**config.mk**
```make
export PLATFORM = sky130hd
export DESIGN_NAME = alpha_bounding_box_crop
export DESIGN_NICKNAME = d
export VERILOG_FILES = /design/src/abbc_pkg.sv /design/src/abbc_track.sv /design/src/abbc_result.sv /design/src/alpha_bounding_box_crop.sv
export SDC_FILE = /design/constraint.sdc
export NUM_CORES = 1
export LEC_CHECK = 0
export BUFFER_PORTS_ARGS = -buffer_cell sky130_fd_sc_hd__clkbuf_2
export CORE_MARGIN = 2
export CORE_UTILIZATION = 64
export DETAILED_ROUTE_END_ITERATION = 10
export MAX_ROUTING_LAYER = met4
export PLACE_DENSITY = 0.82
export SLEW_MARGIN = 40
export SYNTH_ARGS = -nofsm -noshare
export SYNTH_HDL_FRONTEND = slang
export SYNTH_SLANG_ARGS = --single-unit
```
**constraint.sdc**
```tcl
create_clock -name i_clk -period 9.55 [get_ports i_clk]
set_input_delay 1.4325 -clock i_clk [delete_from_list [all_inputs] [get_ports i_clk]]
set_output_delay 1.4325 -clock i_clk [all_outputs]
set_load 0.02 [all_outputs]
```
**src/abbc_pkg.sv**
```systemverilog
// Shared types and constants of the alpha bounding-box crop block.
package abbc_pkg;

    localparam int DIM_CFG_W   = 13;
    localparam int ALPHA_W     = 8;
    localparam int CFG_IDX_W   = 2;
    localparam int CFG_DATA_W  = 13;
    localparam int CROP_POS_W  = 12;
    localparam int CROP_LEN_W  = 13;
    localparam int MAX_DIM_DEF = 4096;
    localparam logic [2*DIM_CFG_W-1:0] PIXEL_LIMIT = (2*DIM_CFG_W)'(4194304);

    localparam logic [DIM_CFG_W-1:0] RST_FRAME_W   = DIM_CFG_W'(4096);
    localparam logic [DIM_CFG_W-1:0] RST_FRAME_H   = DIM_CFG_W'(4096);
    localparam logic [ALPHA_W-1:0]   RST_THRESHOLD = ALPHA_W'(8);
    localparam logic                 RST_TRIM      = 1'b1;

    typedef enum logic [CFG_IDX_W-1:0] {
        REG_FRAME_WIDTH,
        REG_FRAME_HEIGHT,
        REG_ALPHA_THRESHOLD,
        REG_TRIM_MARGINS
    } t_reg_idx;

    typedef enum logic [1:0] {
        ST_OK,
        ST_OPAQUE,
        ST_EMPTY,
        ST_TOO_LARGE
    } t_status;

    typedef struct packed {
        logic [DIM_CFG_W-1:0] width;
        logic [DIM_CFG_W-1:0] height;
        logic [ALPHA_W-1:0]   threshold;
        logic                 trim;
        logic                 size_ok;
    } t_cfg;

    typedef struct packed {
        logic                 bad_size;
        logic                 saw_transparent;
        logic [DIM_CFG_W-1:0] box_left;
        logic [DIM_CFG_W-1:0] box_top;
        logic [DIM_CFG_W-1:0] box_right;
        logic [DIM_CFG_W-1:0] box_bottom;
    } t_frame_sum;

endpackage

```
**src/abbc_track.sv**
```systemverilog
// Pixel input register, raster counters and bounding-box tracking.
module abbc_track #(
    parameter int MAX_DIM = abbc_pkg::MAX_DIM_DEF
) (
    input  logic                          i_clk,
    input  logic                          i_rst_n,
    input  abbc_pkg::t_cfg                i_cfg,
    input  logic [abbc_pkg::DIM_CFG_W-1:0] i_start_width,
    input  logic [abbc_pkg::DIM_CFG_W-1:0] i_start_height,
    input  logic                          i_restart,
    input  logic                          i_valid,
    input  logic [abbc_pkg::ALPHA_W-1:0]  i_alpha,
    output logic                          o_stall,
    output logic                          o_sum_valid,
    output abbc_pkg::t_frame_sum          o_sum,
    input  logic                          i_sum_ready
);
    import abbc_pkg::*;

    localparam int DIM_W = ($clog2(MAX_DIM + 1) < DIM_CFG_W) ? $clog2(MAX_DIM + 1) : DIM_CFG_W;
    localparam int CMP_W = DIM_CFG_W + 1;

    logic               r_pix_valid;
    logic [ALPHA_W-1:0] r_alpha;
    logic [DIM_W-1:0]   r_column;
    logic [DIM_W-1:0]   r_row;
    logic [DIM_W-1:0]   r_box_left;
    logic [DIM_W-1:0]   r_box_top;
    logic [DIM_W-1:0]   r_box_right;
    logic [DIM_W-1:0]   r_box_bottom;
    logic               r_saw;
    logic               r_sum_valid;
    t_frame_sum         r_sum;

    logic               adv;
    logic               step;
    logic               visible;
    logic [DIM_W:0]     col_nx;
    logic [DIM_W:0]     row_nx;
    logic               col_last;
    logic               row_last;
    logic               frame_last;
    logic [DIM_W-1:0]   n_box_left;
    logic [DIM_W-1:0]   n_box_top;
    logic [DIM_W-1:0]   n_box_right;
    logic [DIM_W-1:0]   n_box_bottom;
    logic               n_saw;
    t_frame_sum         n_sum;

    assign adv     = !r_sum_valid || i_sum_ready;
    assign step    = r_pix_valid && adv;
    assign o_stall = r_pix_valid && !adv;

    always_comb begin
        col_nx     = {1'b0, r_column} + (DIM_W + 1)'(1);
        row_nx     = {1'b0, r_row} + (DIM_W + 1)'(1);
        col_last   = !(CMP_W'(col_nx) < CMP_W'(i_cfg.width));
        row_last   = !(CMP_W'(row_nx) < CMP_W'(i_cfg.height));
        frame_last = col_last && row_last;
        visible    = r_alpha >= i_cfg.threshold;
        n_saw      = r_saw || (r_alpha == '0);

        n_box_left   = r_box_left;
        n_box_top    = r_box_top;
        n_box_right  = r_box_right;
        n_box_bottom = r_box_bottom;
        if (visible) begin
            if (r_column < r_box_left) begin
                n_box_left = r_column;
            end
            if (r_row < r_box_top) begin
                n_box_top = r_row;
            end
            if (col_nx > {1'b0, r_box_right}) begin
                n_box_right = col_nx[DIM_W-1:0];
            end
            if (row_nx > {1'b0, r_box_bottom}) begin
                n_box_bottom = row_nx[DIM_W-1:0];
            end
        end

        n_sum.bad_size        = !i_cfg.size_ok;
        n_sum.saw_transparent = n_saw;
        n_sum.box_left        = DIM_CFG_W'(n_box_left);
        n_sum.box_top         = DIM_CFG_W'(n_box_top);
        n_sum.box_right       = DIM_CFG_W'(n_box_right);
        n_sum.box_bottom      = DIM_CFG_W'(n_box_bottom);
    end

    always_ff @(posedge i_clk) begin
        if (!i_rst_n) begin
            r_pix_valid  <= 1'b0;
            r_sum_valid  <= 1'b0;
            r_column     <= '0;
            r_row        <= '0;
            r_box_left   <= DIM_W'(RST_FRAME_W);
            r_box_top    <= DIM_W'(RST_FRAME_H);
            r_box_right  <= '0;
            r_box_bottom <= '0;
            r_saw        <= 1'b0;
        end else begin
            if (!o_stall) begin
                r_pix_valid <= i_valid;
            end
            if (adv) begin
                r_sum_valid <= step && (!i_cfg.size_ok || frame_last);
            end
            if (i_restart || (step && i_cfg.size_ok && frame_last)) begin
                r_column     <= '0;
                r_row        <= '0;
                r_box_left   <= DIM_W'(i_start_width);
                r_box_top    <= DIM_W'(i_start_height);
                r_box_right  <= '0;
                r_box_bottom <= '0;
                r_saw        <= 1'b0;
            end else if (step && i_cfg.size_ok) begin
                r_column     <= col_last ? '0 : col_nx[DIM_W-1:0];
                r_row        <= col_last ? row_nx[DIM_W-1:0] : r_row;
                r_box_left   <= n_box_left;
                r_box_top    <= n_box_top;
                r_box_right  <= n_box_right;
                r_box_bottom <= n_box_bottom;
                r_saw        <= n_saw;
            end
        end
    end

    always_ff @(posedge i_clk) begin
        if (i_valid && !o_stall) begin
            r_alpha <= i_alpha;
        end
        if (adv) begin
            r_sum <= n_sum;
        end
    end

    assign o_sum_valid = r_sum_valid;
    assign o_sum       = r_sum;

    a_column_in_row: assert property (@(posedge i_clk) disable iff (!i_rst_n)
        i_cfg.size_ok |-> (CMP_W'(r_column) < CMP_W'(i_cfg.width)))
        else $error("column counter beyond frame width");

    a_row_in_frame: assert property (@(posedge i_clk) disable iff (!i_rst_n)
        i_cfg.size_ok |-> (CMP_W'(r_row) < CMP_W'(i_cfg.height)))
        else $error("row counter beyond frame height");

    a_hold_on_stall: assert property (@(posedge i_clk) disable iff (!i_rst_n)
        (r_sum_valid && !i_sum_ready) |=> (r_sum_valid && $stable(r_sum)))
        else $error("frame summary changed while held");

endmodule

```
**src/abbc_result.sv**
```systemverilog
// Crop rectangle and status from a frame summary, with the output register.
module abbc_result (
    input  logic                             i_clk,
    input  logic                             i_rst_n,
    input  abbc_pkg::t_cfg                   i_cfg,
    input  logic                             i_sum_valid,
    input  abbc_pkg::t_frame_sum             i_sum,
    output logic                             o_sum_ready,
    output logic                             o_valid,
    input  logic                             i_stall,
    output logic [1:0]                       o_status,
    output logic [abbc_pkg::CROP_POS_W-1:0]  o_crop_left,
    output logic [abbc_pkg::CROP_POS_W-1:0]  o_crop_top,
    output logic [abbc_pkg::CROP_LEN_W-1:0]  o_crop_width,
    output logic [abbc_pkg::CROP_LEN_W-1:0]  o_crop_height
);
    import abbc_pkg::*;

    localparam int AW = DIM_CFG_W + 1;

    logic                  r_valid;
    t_status               r_status;
    logic [CROP_POS_W-1:0] r_left;
    logic [CROP_POS_W-1:0] r_top;
    logic [CROP_LEN_W-1:0] r_width;
    logic [CROP_LEN_W-1:0] r_height;

    t_status               n_status;
    logic [AW-1:0]         l;
    logic [AW-1:0]         t;
    logic [AW-1:0]         r;
    logic [AW-1:0]         b;
    logic [AW-1:0]         n_left;
    logic [AW-1:0]         n_top;
    logic [AW-1:0]         n_width;
    logic [AW-1:0]         n_height;

    assign o_sum_ready = !r_valid || !i_stall;

    always_comb begin
        l = (i_sum.box_left != '0) ? AW'(i_sum.box_left) - AW'(1) : '0;
        t = (i_sum.box_top != '0) ? AW'(i_sum.box_top) - AW'(1) : '0;
        r = AW'(i_sum.box_right) + AW'(1);
        b = AW'(i_sum.box_bottom) + AW'(1);
        if (r > AW'(i_cfg.width)) begin
            r = AW'(i_cfg.width);
        end
        if (b > AW'(i_cfg.height)) begin
            b = AW'(i_cfg.height);
        end

        n_status = ST_OK;
        n_left   = '0;
        n_top    = '0;
        n_width  = '0;
        n_height = '0;
        priority if (i_sum.bad_size) begin
            n_status = ST_TOO_LARGE;
        end else if (!i_sum.saw_transparent) begin
            n_status = ST_OPAQUE;
        end else if ((i_sum.box_left >= i_sum.box_right) ||
                     (i_sum.box_top >= i_sum.box_bottom)) begin
            n_status = ST_EMPTY;
        end else if (!i_cfg.trim) begin
            n_width  = AW'(i_cfg.width);
            n_height = AW'(i_cfg.height);
        end else begin
            n_left   = l;
            n_top    = t;
            n_width  = r - l;
            n_height = b - t;
        end
    end

    always_ff @(posedge i_clk) begin
        if (!i_rst_n) begin
            r_valid <= 1'b0;
        end else if (o_sum_ready) begin
            r_valid <= i_sum_valid;
        end
    end

    always_ff @(posedge i_clk) begin
        if (o_sum_ready && i_sum_valid) begin
            r_status <= n_status;
            r_left   <= n_left[CROP_POS_W-1:0];
            r_top    <= n_top[CROP_POS_W-1:0];
            r_width  <= n_width[CROP_LEN_W-1:0];
            r_height <= n_height[CROP_LEN_W-1:0];
        end
    end

    assign o_valid       = r_valid;
    assign o_status      = r_status;
    assign o_crop_left   = r_left;
    assign o_crop_top    = r_top;
    assign o_crop_width  = r_width;
    assign o_crop_height = r_height;

    a_error_zero_crop: assert property (@(posedge i_clk) disable iff (!i_rst_n)
        (r_valid && (r_status != ST_OK)) |->
        ((r_left == '0) && (r_top == '0) && (r_width == '0) && (r_height == '0)))
        else $error("crop fields not zero on error status");

    a_crop_in_frame: assert property (@(posedge i_clk) disable iff (!i_rst_n)
        (r_valid && (r_status == ST_OK)) |->
        ((AW'(r_left) + AW'(r_width) <= AW'(i_cfg.width)) && (r_width != '0)))
        else $error("crop rectangle outside frame");

    a_too_large_only_bad: assert property (@(posedge i_clk) disable iff (!i_rst_n)
        (r_valid && (r_status == ST_TOO_LARGE)) |-> !i_cfg.size_ok)
        else $error("size error reported for a valid frame size");

endmodule

```
**src/alpha_bounding_box_crop.sv**
```systemverilog
// Alpha bounding-box crop: top level with configuration registers.
// Takes one alpha beat per cycle in raster order and returns one result beat
// after the last pixel of each frame (width x height beats). A pixel beat is
// held in an input register, the tracking stage registers the frame summary and
// the output register holds the crop. A new beat is accepted every cycle unless
// results back up behind a stalled output. A frame size of zero, above MAX_DIM
// or of more than 4194304 pixels turns every beat into a status 3 result; the
// reset size of 4096 x 4096 is such a size, so write the frame size first. Any
// configuration write restarts the frame; write only while no beat is in flight.
module alpha_bounding_box_crop #(
    parameter int MAX_DIM = abbc_pkg::MAX_DIM_DEF
) (
    input  logic                             i_clk,
    input  logic                             i_rst_n,
    input  logic                             i_valid,
    output logic                             o_stall,
    input  logic [abbc_pkg::ALPHA_W-1:0]     i_alpha,
    output logic                             o_valid,
    input  logic                             i_stall,
    output logic [1:0]                       o_status,
    output logic [abbc_pkg::CROP_POS_W-1:0]  o_crop_left,
    output logic [abbc_pkg::CROP_POS_W-1:0]  o_crop_top,
    output logic [abbc_pkg::CROP_LEN_W-1:0]  o_crop_width,
    output logic [abbc_pkg::CROP_LEN_W-1:0]  o_crop_height,
    input  logic                             i_cfg_valid,
    output logic                             o_cfg_ready,
    input  logic [abbc_pkg::CFG_IDX_W-1:0]   i_cfg_index,
    input  logic [abbc_pkg::CFG_DATA_W-1:0]  i_cfg_data
);
    import abbc_pkg::*;

    localparam logic [DIM_CFG_W+1:0] MAX_DIM_V = (DIM_CFG_W + 2)'(MAX_DIM);

    t_cfg       r_cfg;
    t_cfg       n_cfg;
    logic       cfg_wr;
    logic       sum_valid;
    logic       sum_ready;
    t_frame_sum sum;

    function automatic logic size_check(input logic [DIM_CFG_W-1:0] w,
                                        input logic [DIM_CFG_W-1:0] h);
        logic [2*DIM_CFG_W-1:0] prod;
        prod = (2*DIM_CFG_W)'(w) * (2*DIM_CFG_W)'(h);
        return (w != '0) && (h != '0) &&
               ({2'b0, w} <= MAX_DIM_V) && ({2'b0, h} <= MAX_DIM_V) &&
               (prod <= PIXEL_LIMIT);
    endfunction

    assign o_cfg_ready = 1'b1;
    assign cfg_wr      = i_cfg_valid && o_cfg_ready;

    always_comb begin
        n_cfg = r_cfg;
        if (cfg_wr) begin
            unique case (t_reg_idx'(i_cfg_index))
                REG_FRAME_WIDTH:     n_cfg.width     = i_cfg_data[DIM_CFG_W-1:0];
                REG_FRAME_HEIGHT:    n_cfg.height    = i_cfg_data[DIM_CFG_W-1:0];
                REG_ALPHA_THRESHOLD: n_cfg.threshold = i_cfg_data[ALPHA_W-1:0];
                REG_TRIM_MARGINS:    n_cfg.trim      = i_cfg_data[0];
            endcase
        end
        n_cfg.size_ok = size_check(n_cfg.width, n_cfg.height);
    end

    always_ff @(posedge i_clk) begin
        if (!i_rst_n) begin
            r_cfg <= '{width:     RST_FRAME_W,
                       height:    RST_FRAME_H,
                       threshold: RST_THRESHOLD,
                       trim:      RST_TRIM,
                       size_ok:   size_check(RST_FRAME_W, RST_FRAME_H)};
        end else begin
            r_cfg <= n_cfg;
        end
    end

    abbc_track #(
        .MAX_DIM (MAX_DIM)
    ) u_track (
        .i_clk          (i_clk),
        .i_rst_n        (i_rst_n),
        .i_cfg          (r_cfg),
        .i_start_width  (n_cfg.width),
        .i_start_height (n_cfg.height),
        .i_restart      (cfg_wr),
        .i_valid        (i_valid),
        .i_alpha        (i_alpha),
        .o_stall        (o_stall),
        .o_sum_valid    (sum_valid),
        .o_sum          (sum),
        .i_sum_ready    (sum_ready)
    );

    abbc_result u_result (
        .i_clk         (i_clk),
        .i_rst_n       (i_rst_n),
        .i_cfg         (r_cfg),
        .i_sum_valid   (sum_valid),
        .i_sum         (sum),
        .o_sum_ready   (sum_ready),
        .o_valid       (o_valid),
        .i_stall       (i_stall),
        .o_status      (o_status),
        .o_crop_left   (o_crop_left),
        .o_crop_top    (o_crop_top),
        .o_crop_width  (o_crop_width),
        .o_crop_height (o_crop_height)
    );

endmodule

```
==> flow_metrics.env, run 1 <==
export IMPL_r2r_end="r_cfg[0]"
export IMPL_numCtsBuffers=28
export IMPL_cts_sinks=232
export IMPL_hp_class="flop to flop"
export IMPL_synthDistinctLibCells=72
export IMPL_grt_first_pass_wirelength_mm=93.97
export IMPL_vias=17240
export IMPL_gp_congestion=0.9995
export IMPL_grtUsageTotal_pct=37.30
export IMPL_dp_slack_ns=1.060
export IMPL_r2r_start="r_cfg[26]"
export IMPL_synth_top_flop_cell="dfxtp_1"
export IMPL_clk_pin_slew_ns=0.07
export IMPL_setup_ws_ns=1.571
export IMPL_setup_tns_ns=0
export IMPL_io_pins=83
export IMPL_die_height_um=182.8
export IMPL_ys_seq_area_share_pct=28.27
export IMPL_crit_required_ns=10.02
export IMPL_period_needed_ns=7.979
export IMPL_drt_iter0_drc=1638
export IMPL_vias_per_cell=6.195
export IMPL_period_share_pct=83.55
export IMPL_synthCells=2300
export IMPL_drv_cap=0
export IMPL_setup_viol=0
export IMPL_drt_drc_violations_left=0
export IMPL_hold_viol_final=0
export IMPL_drt_wirelength_per_cell_um=21.34
export IMPL_reg2reg_setup_slack_ns=2.42
export IMPL_drv_slew=0
export IMPL_synth_seq_cells=232
export IMPL_largest_register_ffs=54
export IMPL_worst_setup_path_type="primary input to flop"
export IMPL_synth_edf_count=114
export IMPL_max_freq_ghz=0.1253
export IMPL_syn_nets=2686
export IMPL_final_core_util_pct=70.57
export IMPL_initial_utilization_pct=64.87
export IMPL_ctsResizeCount=0
export IMPL_cp_common_cell="fa_1"
export IMPL_antenna_left=0
export IMPL_power_leakage_uw=0.009780
export IMPL_holdPathStages=2
export IMPL_final_common_cell="inv_1"
export IMPL_cp_slowest_cell="fa_1"
export IMPL_rsz0062_at_grt="no"
export IMPL_htree_levels=1
export IMPL_synth_area_per_cell_um2=8.899
export IMPL_min_from="r_cfg[8]"
export IMPL_worstPathMaxFanout=22
export IMPL_crit_path_start="i_cfg_index[1]"
export IMPL_antenna_found_initial=1
export IMPL_fin_worst_skew_ns=0.03013
export IMPL_ir_drop_mv=0.1477
export IMPL_die_area_mm2=0.03343
export IMPL_nNetsFinal=2745
export IMPL_mostFrequentLayoutCells="282 x inv_1, 250 x nand2_1, 235 x ha_1"
export IMPL_outcome="complete, no violations"
export IMPL_antenna_cells=0
export IMPL_worstSkewPairLatency_ns=0.57
export IMPL_row_count=65
export IMPL_crit_chain="clkbuf_2 -> nand2b_1 -> nor2_2 -> buf_4 -> nand2_1 -> o21ai_1 -> buf_4 -> nand2_1 -> fa_1 -> fa_1 -> fa_1 -> fa_1 -> fa_1 -> inv_1 -> ha_1 -> nor2b_1 -> a21oi_1 -> o211ai_1 -> a2111oi_0 -> o2111ai_1 -> nor4_1 -> nand4_1 -> or4_1 -> a2111oi_2"
export IMPL_yosys_warnings=0
export IMPL_firstDrtPassIters=6
export IMPL_cp_start_kind="primary input"
export IMPL_power_density_mw_per_mm2=146.4
export IMPL_rr_worst_depth=20
export IMPL_cp_slowest_stage_delay_ns=0.57
export IMPL_routed_wl_mm=59.39
export IMPL_grt_overflow_total=0
export IMPL_grt_max_degree=59
export IMPL_chipWidth_um=182.8
export IMPL_endpoint_kind="flop"
export IMPL_clockRootBuffer="clkbuf_16"
export IMPL_hold_end="r_cfg[8]"
export IMPL_slew_headroom_pct=39.19
export IMPL_ctsHoldBuffers=0
export IMPL_p_total_uw=3260
export IMPL_hpwl_mm=47.03
export IMPL_core_area_mm2=0.03156
export IMPL_synthArstFlopShare_pct=0
export IMPL_cts_path_max_buffers=3
export IMPL_io_buffers=81
export IMPL_syn2layout_area_growth_pct=8.797
export IMPL_worstMarginPinSlew_ns=0.9061
export IMPL_grt_pass1_vias=16969
export IMPL_drive_above_1_share_pct=8.736
export IMPL_cts_setup_buffers=0
export IMPL_cts_tree="done"
export IMPL_worst_ep_arrival_time_ns=8.45
export IMPL_syn_area_mm2=0.02047
==> how the worst max path moves through the flow <==
stage	end	slack, ns	cells past startpoint
floorplan	r_cfg[0]	1.86	22
global placement	r_cfg[0]	1.12	22
detailed placement	r_cfg[0]	1.06	24
CTS	r_cfg[0]	1.62	24
global route	r_cfg[0]	1.16	24
finish	r_cfg[0]	1.57	24
==> synth_stat cells, types with 4 or more instances <==
cell type	number	area [um^2]
o21ai_1	14	70.07
ha_1	235	2940
a31oi_1	5	31.28
nor2b_1	20	125.1
o21bai_1	9	67.56
clkbuf_1	62	232.7
and2_1	38	237.7
dfxtp_1	118	2362
nor2_1	223	837.1
nand4_1	25	156.4
or4_1	9	67.56
o211ai_1	6	45.04
nand2b_1	16	100.1
nor3b_1	4	30.03
a211oi_1	14	105.1
a21oi_1	118	590.6
mux2_2	20	225.2
nand3_1	56	280.3
nand2_1	253	949.7
a22oi_1	23	172.7
o21ai_0	88	440.4
inv_1	282	1059
xor2_1	46	402.9
a21boi_0	9	67.56
o21a_1	15	112.6
a2111oi_0	5	43.79
o2111ai_1	4	35.03
and3_1	17	106.4
edfxtp_1	114	3423
nor4_1	24	150.1
xnor2_1	62	543.0
buf_2	12	60.06
nor3_1	36	180.2
a21o_1	33	247.7
or2_2	5	31.28
fa_1	123	2462
mux2i_1	84	840.8
a211o_1	5	43.79
or3_1	13	81.33
==> power breakdown <==
part | total, uW | switching (uW) | leakage [uW] | internal [uW]
Combinational | 1030 | 625 | 0.00712 | 404
Sequential | 1110 | 34.9 | 0.00220 | 1080
Clock | 1120 | 444 | 0.000462 | 676
==> layout make-up <==
cell class                      instances  area [um^2]
Multi-Input combinational cell       1705        13340
Fill cell                            2472         9286
Sequential cell                       232         5786
Inverter                              283         1062
Clock buffer                           31        711.9
Timing Repair Buffer                  109        615.6
Tap cell                              402        503.0
Clock inverter                         21        255.2
==> kinds of logic (layout without fill, tap and decap cells) <==
group,count (synthesis),in the layout,share of synthesized area (%)
flops,232,232,28.27
xor+xnor,108,108,4.621
fa+ha+maj,358,358,26.40
other cells,1,1,0.01832
simple gates,752,752,16.92
compound gates,380,380,11.62
buf+inv,363,444,6.822
mux,106,106,5.337
==> per-stage QoR <==
| step | hold slack, ns | area, um^2 | std cells |
|---|---|---|---|
| 3_5_place_dp | 0.4572 | 21300 | 2731 |
| 6_report | 0.4654 | 22270 | 2783 |
| 4_1_cts | 0.4645 | 22260 | 2783 |
| 3_3_place_gp | 0.4534 | 21270 | 2731 |
| 2_1_floorplan | 0.4386 | 20470 | 2300 |
| 5_1_grt | 0.4936 | 22270 | 2783 |
==> critical path, delay by kind of cell <==
family / cells / cell delay, ns
compound gates: 6 / 1.49
simple gates: 8 / 1.72
buf+inv: 4 / 0.80
fa+ha+maj: 6 / 3.02
==> per-layer routing <==
layer / vias up / wire length (um) / track usage [%]
li1: 7939 / - / -
met1: 8313 / 24430 / 49.27
met2: 816 / 27100 / 58.57
met3: 172 / 5282 / 5.739
met4: 0 / 2571 / 13.92
met5: - / 0 / -
Note: power is estimated with default switching activity, not from simulation.
==> inputs of run 2 (changes only) <==
--- a/config.mk
+++ b/config.mk
@@ -7,10 +7,10 @@
 export LEC_CHECK = 0
 export BUFFER_PORTS_ARGS = -buffer_cell sky130_fd_sc_hd__clkbuf_2
 export CORE_MARGIN = 2
-export CORE_UTILIZATION = 64
+export CORE_UTILIZATION = 58
 export DETAILED_ROUTE_END_ITERATION = 10
 export MAX_ROUTING_LAYER = met4
-export PLACE_DENSITY = 0.82
+export PLACE_DENSITY = 0.79
 export SLEW_MARGIN = 40
 export SYNTH_ARGS = -nofsm -noshare
 export SYNTH_HDL_FRONTEND = slang
==> constraint.sdc (replaced) <==
create_clock -name i_clk -period 6.8 [get_ports i_clk]
set_input_delay 1.02 -clock i_clk [delete_from_list [all_inputs] [get_ports i_clk]]
set_output_delay 1.02 -clock i_clk [all_outputs]
set_load 0.02 [all_outputs]
==> run 2 against run 1 <==
  * Worst hold slack improved by 0.013 ns
  * Sequential share of layout area decreased by 2.5 points
  * Die area increased by 10%
  * Highest routed layer unchanged
  * Critical path type unchanged
  * Clock skew decreased by 0.012 ns
  * Cell count increased by 9.5%
  * Sequential power increased by 41%
  * Clock-buffer cell count increased by 8
  * Total power increased by 39%
  * Clock power increased by 24%
==> flow_metrics.env, run 2 (synthesis gave the netlist of run 1 again) <==
export IMPL_cp_slowest_cell="or4_4"
export IMPL_final_core_util_pct=71.26
export IMPL_vias_per_cell=5.902
export IMPL_cp_start_kind="primary input"
export IMPL_grt_max_degree=59
export IMPL_mostFrequentLayoutCells="269 x inv_1, 232 x nand2_1, 217 x ha_1"
export IMPL_chipWidth_um=191.9
export IMPL_period_needed_ns=6.744
export IMPL_highest_layer="met4"
export IMPL_drt_wirelength_per_cell_um=20.11
export IMPL_cp_slowest_stage_delay_ns=0.59
export IMPL_slew_headroom_pct=44.83
export IMPL_dp_slack_ns=-0.7666
export IMPL_setup_ws_ns=0.05646
export IMPL_critPathBufInv=9
export IMPL_endpoint_kind="flop"
export IMPL_hold_viol_final=0
export IMPL_outcome="complete, no violations"
export IMPL_hp_class="flop to flop"
export IMPL_io_buffers=81
export IMPL_power_leakage_uw=0.01100
export IMPL_wl_met3_mm=4.902
export IMPL_worst_setup_path_type="primary input to flop"
export IMPL_syn2layout_area_growth_pct=20.56
export IMPL_power_density_mw_per_mm2=183.6
export IMPL_largest_register_ffs=54
export IMPL_antenna_left=0
export IMPL_wl_met1_mm=24.60
export IMPL_period_share_pct=99.17
export IMPL_drv_cap=0
export IMPL_antenna_cells=0
export IMPL_core_area_mm2=0.03463
export IMPL_die_height_um=191.9
export IMPL_ctsHoldBuffers=0
export IMPL_ir_drop_mv=0.2106
export IMPL_clockRootBuffer="clkbuf_16"
export IMPL_drt_drc_violations_left=0
export IMPL_crit_required_ns=7.25
export IMPL_setup_viol=0
export IMPL_vias=17977
export IMPL_hpwl_mm=47.45
export IMPL_cts_path_max_buffers=3
export IMPL_fin_worst_skew_ns=0.01832
export IMPL_drive_above_1_share_pct=20.15
export IMPL_worstPathMaxFanout=5
export IMPL_die_area_mm2=0.03681
export IMPL_dp_cells=2929
export IMPL_drv_slew=0
export IMPL_worstMarginPinSlew_ns=0.8255
export IMPL_initial_utilization_pct=59.11
export IMPL_cts_sinks=232
export IMPL_cts_tree="done"
export IMPL_routed_wl_mm=61.25
export IMPL_firstDrtPassIters=5
export IMPL_grtUsageTotal_pct=33.74
export IMPL_grt_overflow_total=0
export IMPL_final_common_cell="inv_1"
export IMPL_wl_met2_mm=29.09
export IMPL_cpLargestDelayFamily="adder cells"
export IMPL_row_count=68
export IMPL_fin_cells=3046
export IMPL_drt_iter0_drc=1531
export IMPL_grt_first_pass_wirelength_mm=93.16
export IMPL_numCtsBuffers=26
export IMPL_nNetsFinal=2958
export IMPL_antenna_found_initial=1
export IMPL_gp_congestion=0.9963
export IMPL_io_pins=83
export IMPL_max_freq_ghz=0.1483
export IMPL_whs_ns=0.4784
export IMPL_worst_ep_arrival_time_ns=7.20
export IMPL_cp_common_cell="fa_1"
export IMPL_htree_levels=1
export IMPL_worstSkewPairLatency_ns=0.55
export IMPL_clk_pin_slew_ns=0.07
export IMPL_grt_pass1_vias=17504
run 2: cell types whose count changed in the layout (fill, tap and decap cells not counted), sizes merged, moves of 3 or more:
cell | before | now
buf | 28 | 237
bufinv | 5 | 0
clkbuf | 112 | 121
clkinv | 10 | 7
clkinvlp | 4 | 1
run 2: power by group:
part | leakage [uW] | internal, uW | switching [uW]
Sequential | 0.00220 | 1510 | 51.4
Combinational | 0.00839 | 689 | 891
Clock | 0.000417 | 810 | 577
run 2: cell type report:
| type | count | area [um^2] |
|---|---|---|
| multi-input combinational | 1710 | 14030 |
| clock inverter | 8 | 40.04 |
| sequential | 232 | 5786 |
| tap | 455 | 569.3 |
| fill | 2621 | 9951 |
| inverter | 283 | 1062 |
| clock buffer | 39 | 802.0 |
| timing repair buffer | 319 | 2386 |
run 2: metal layers:
metal | global-route usage (%) | vias up
met3 | 4.769 | 185
met1 | 43.01 | 8633
met5 | - | -
li1 | - | 8382
met4 | 12.25 | 0
met2 | 54.93 | 777
run 2: tightest hold or removal path: stages (launching register included):
cell,delay (ns)
dfxtp_1,0.31
nand2_1,0.05
a21boi_0,0.07
run 2: repair_timing:
item | in CTS | in global routing
hold endpoints to repair | 0 | 0
buffers inserted | 21 | 43
gates cloned | 3 | 5
resized for setup | 31 | 141
endpoints found under the setup margin | 1 | 1
pin swaps | 5 | 97
run 2: worst paths after layout:
check                                 start        to  slack (ns)  cells after the start
worst max-delay path            i_cfg_valid  r_cfg[0]        0.06                     27
worst min-delay path               r_cfg[8]  r_cfg[8]        0.48                      2
worst max register to register    r_cfg[30]  r_cfg[0]        0.52                     20
worst min register to register     r_cfg[8]  r_cfg[8]        0.48                      2
run 2: stage by stage:
stage / power, uW / TNS (ns) / instance area [um^2]
after CTS: 4440 / 0 / 23730
after detailed placement: 3039 / -0.7666 / 22530
after global routing: 4758 / -0.07866 / 24680
after floorplan: 2628 / 0 / 20640
final: 4530 / 0 / 24680
after global placement: 2998 / -0.5668 / 22520
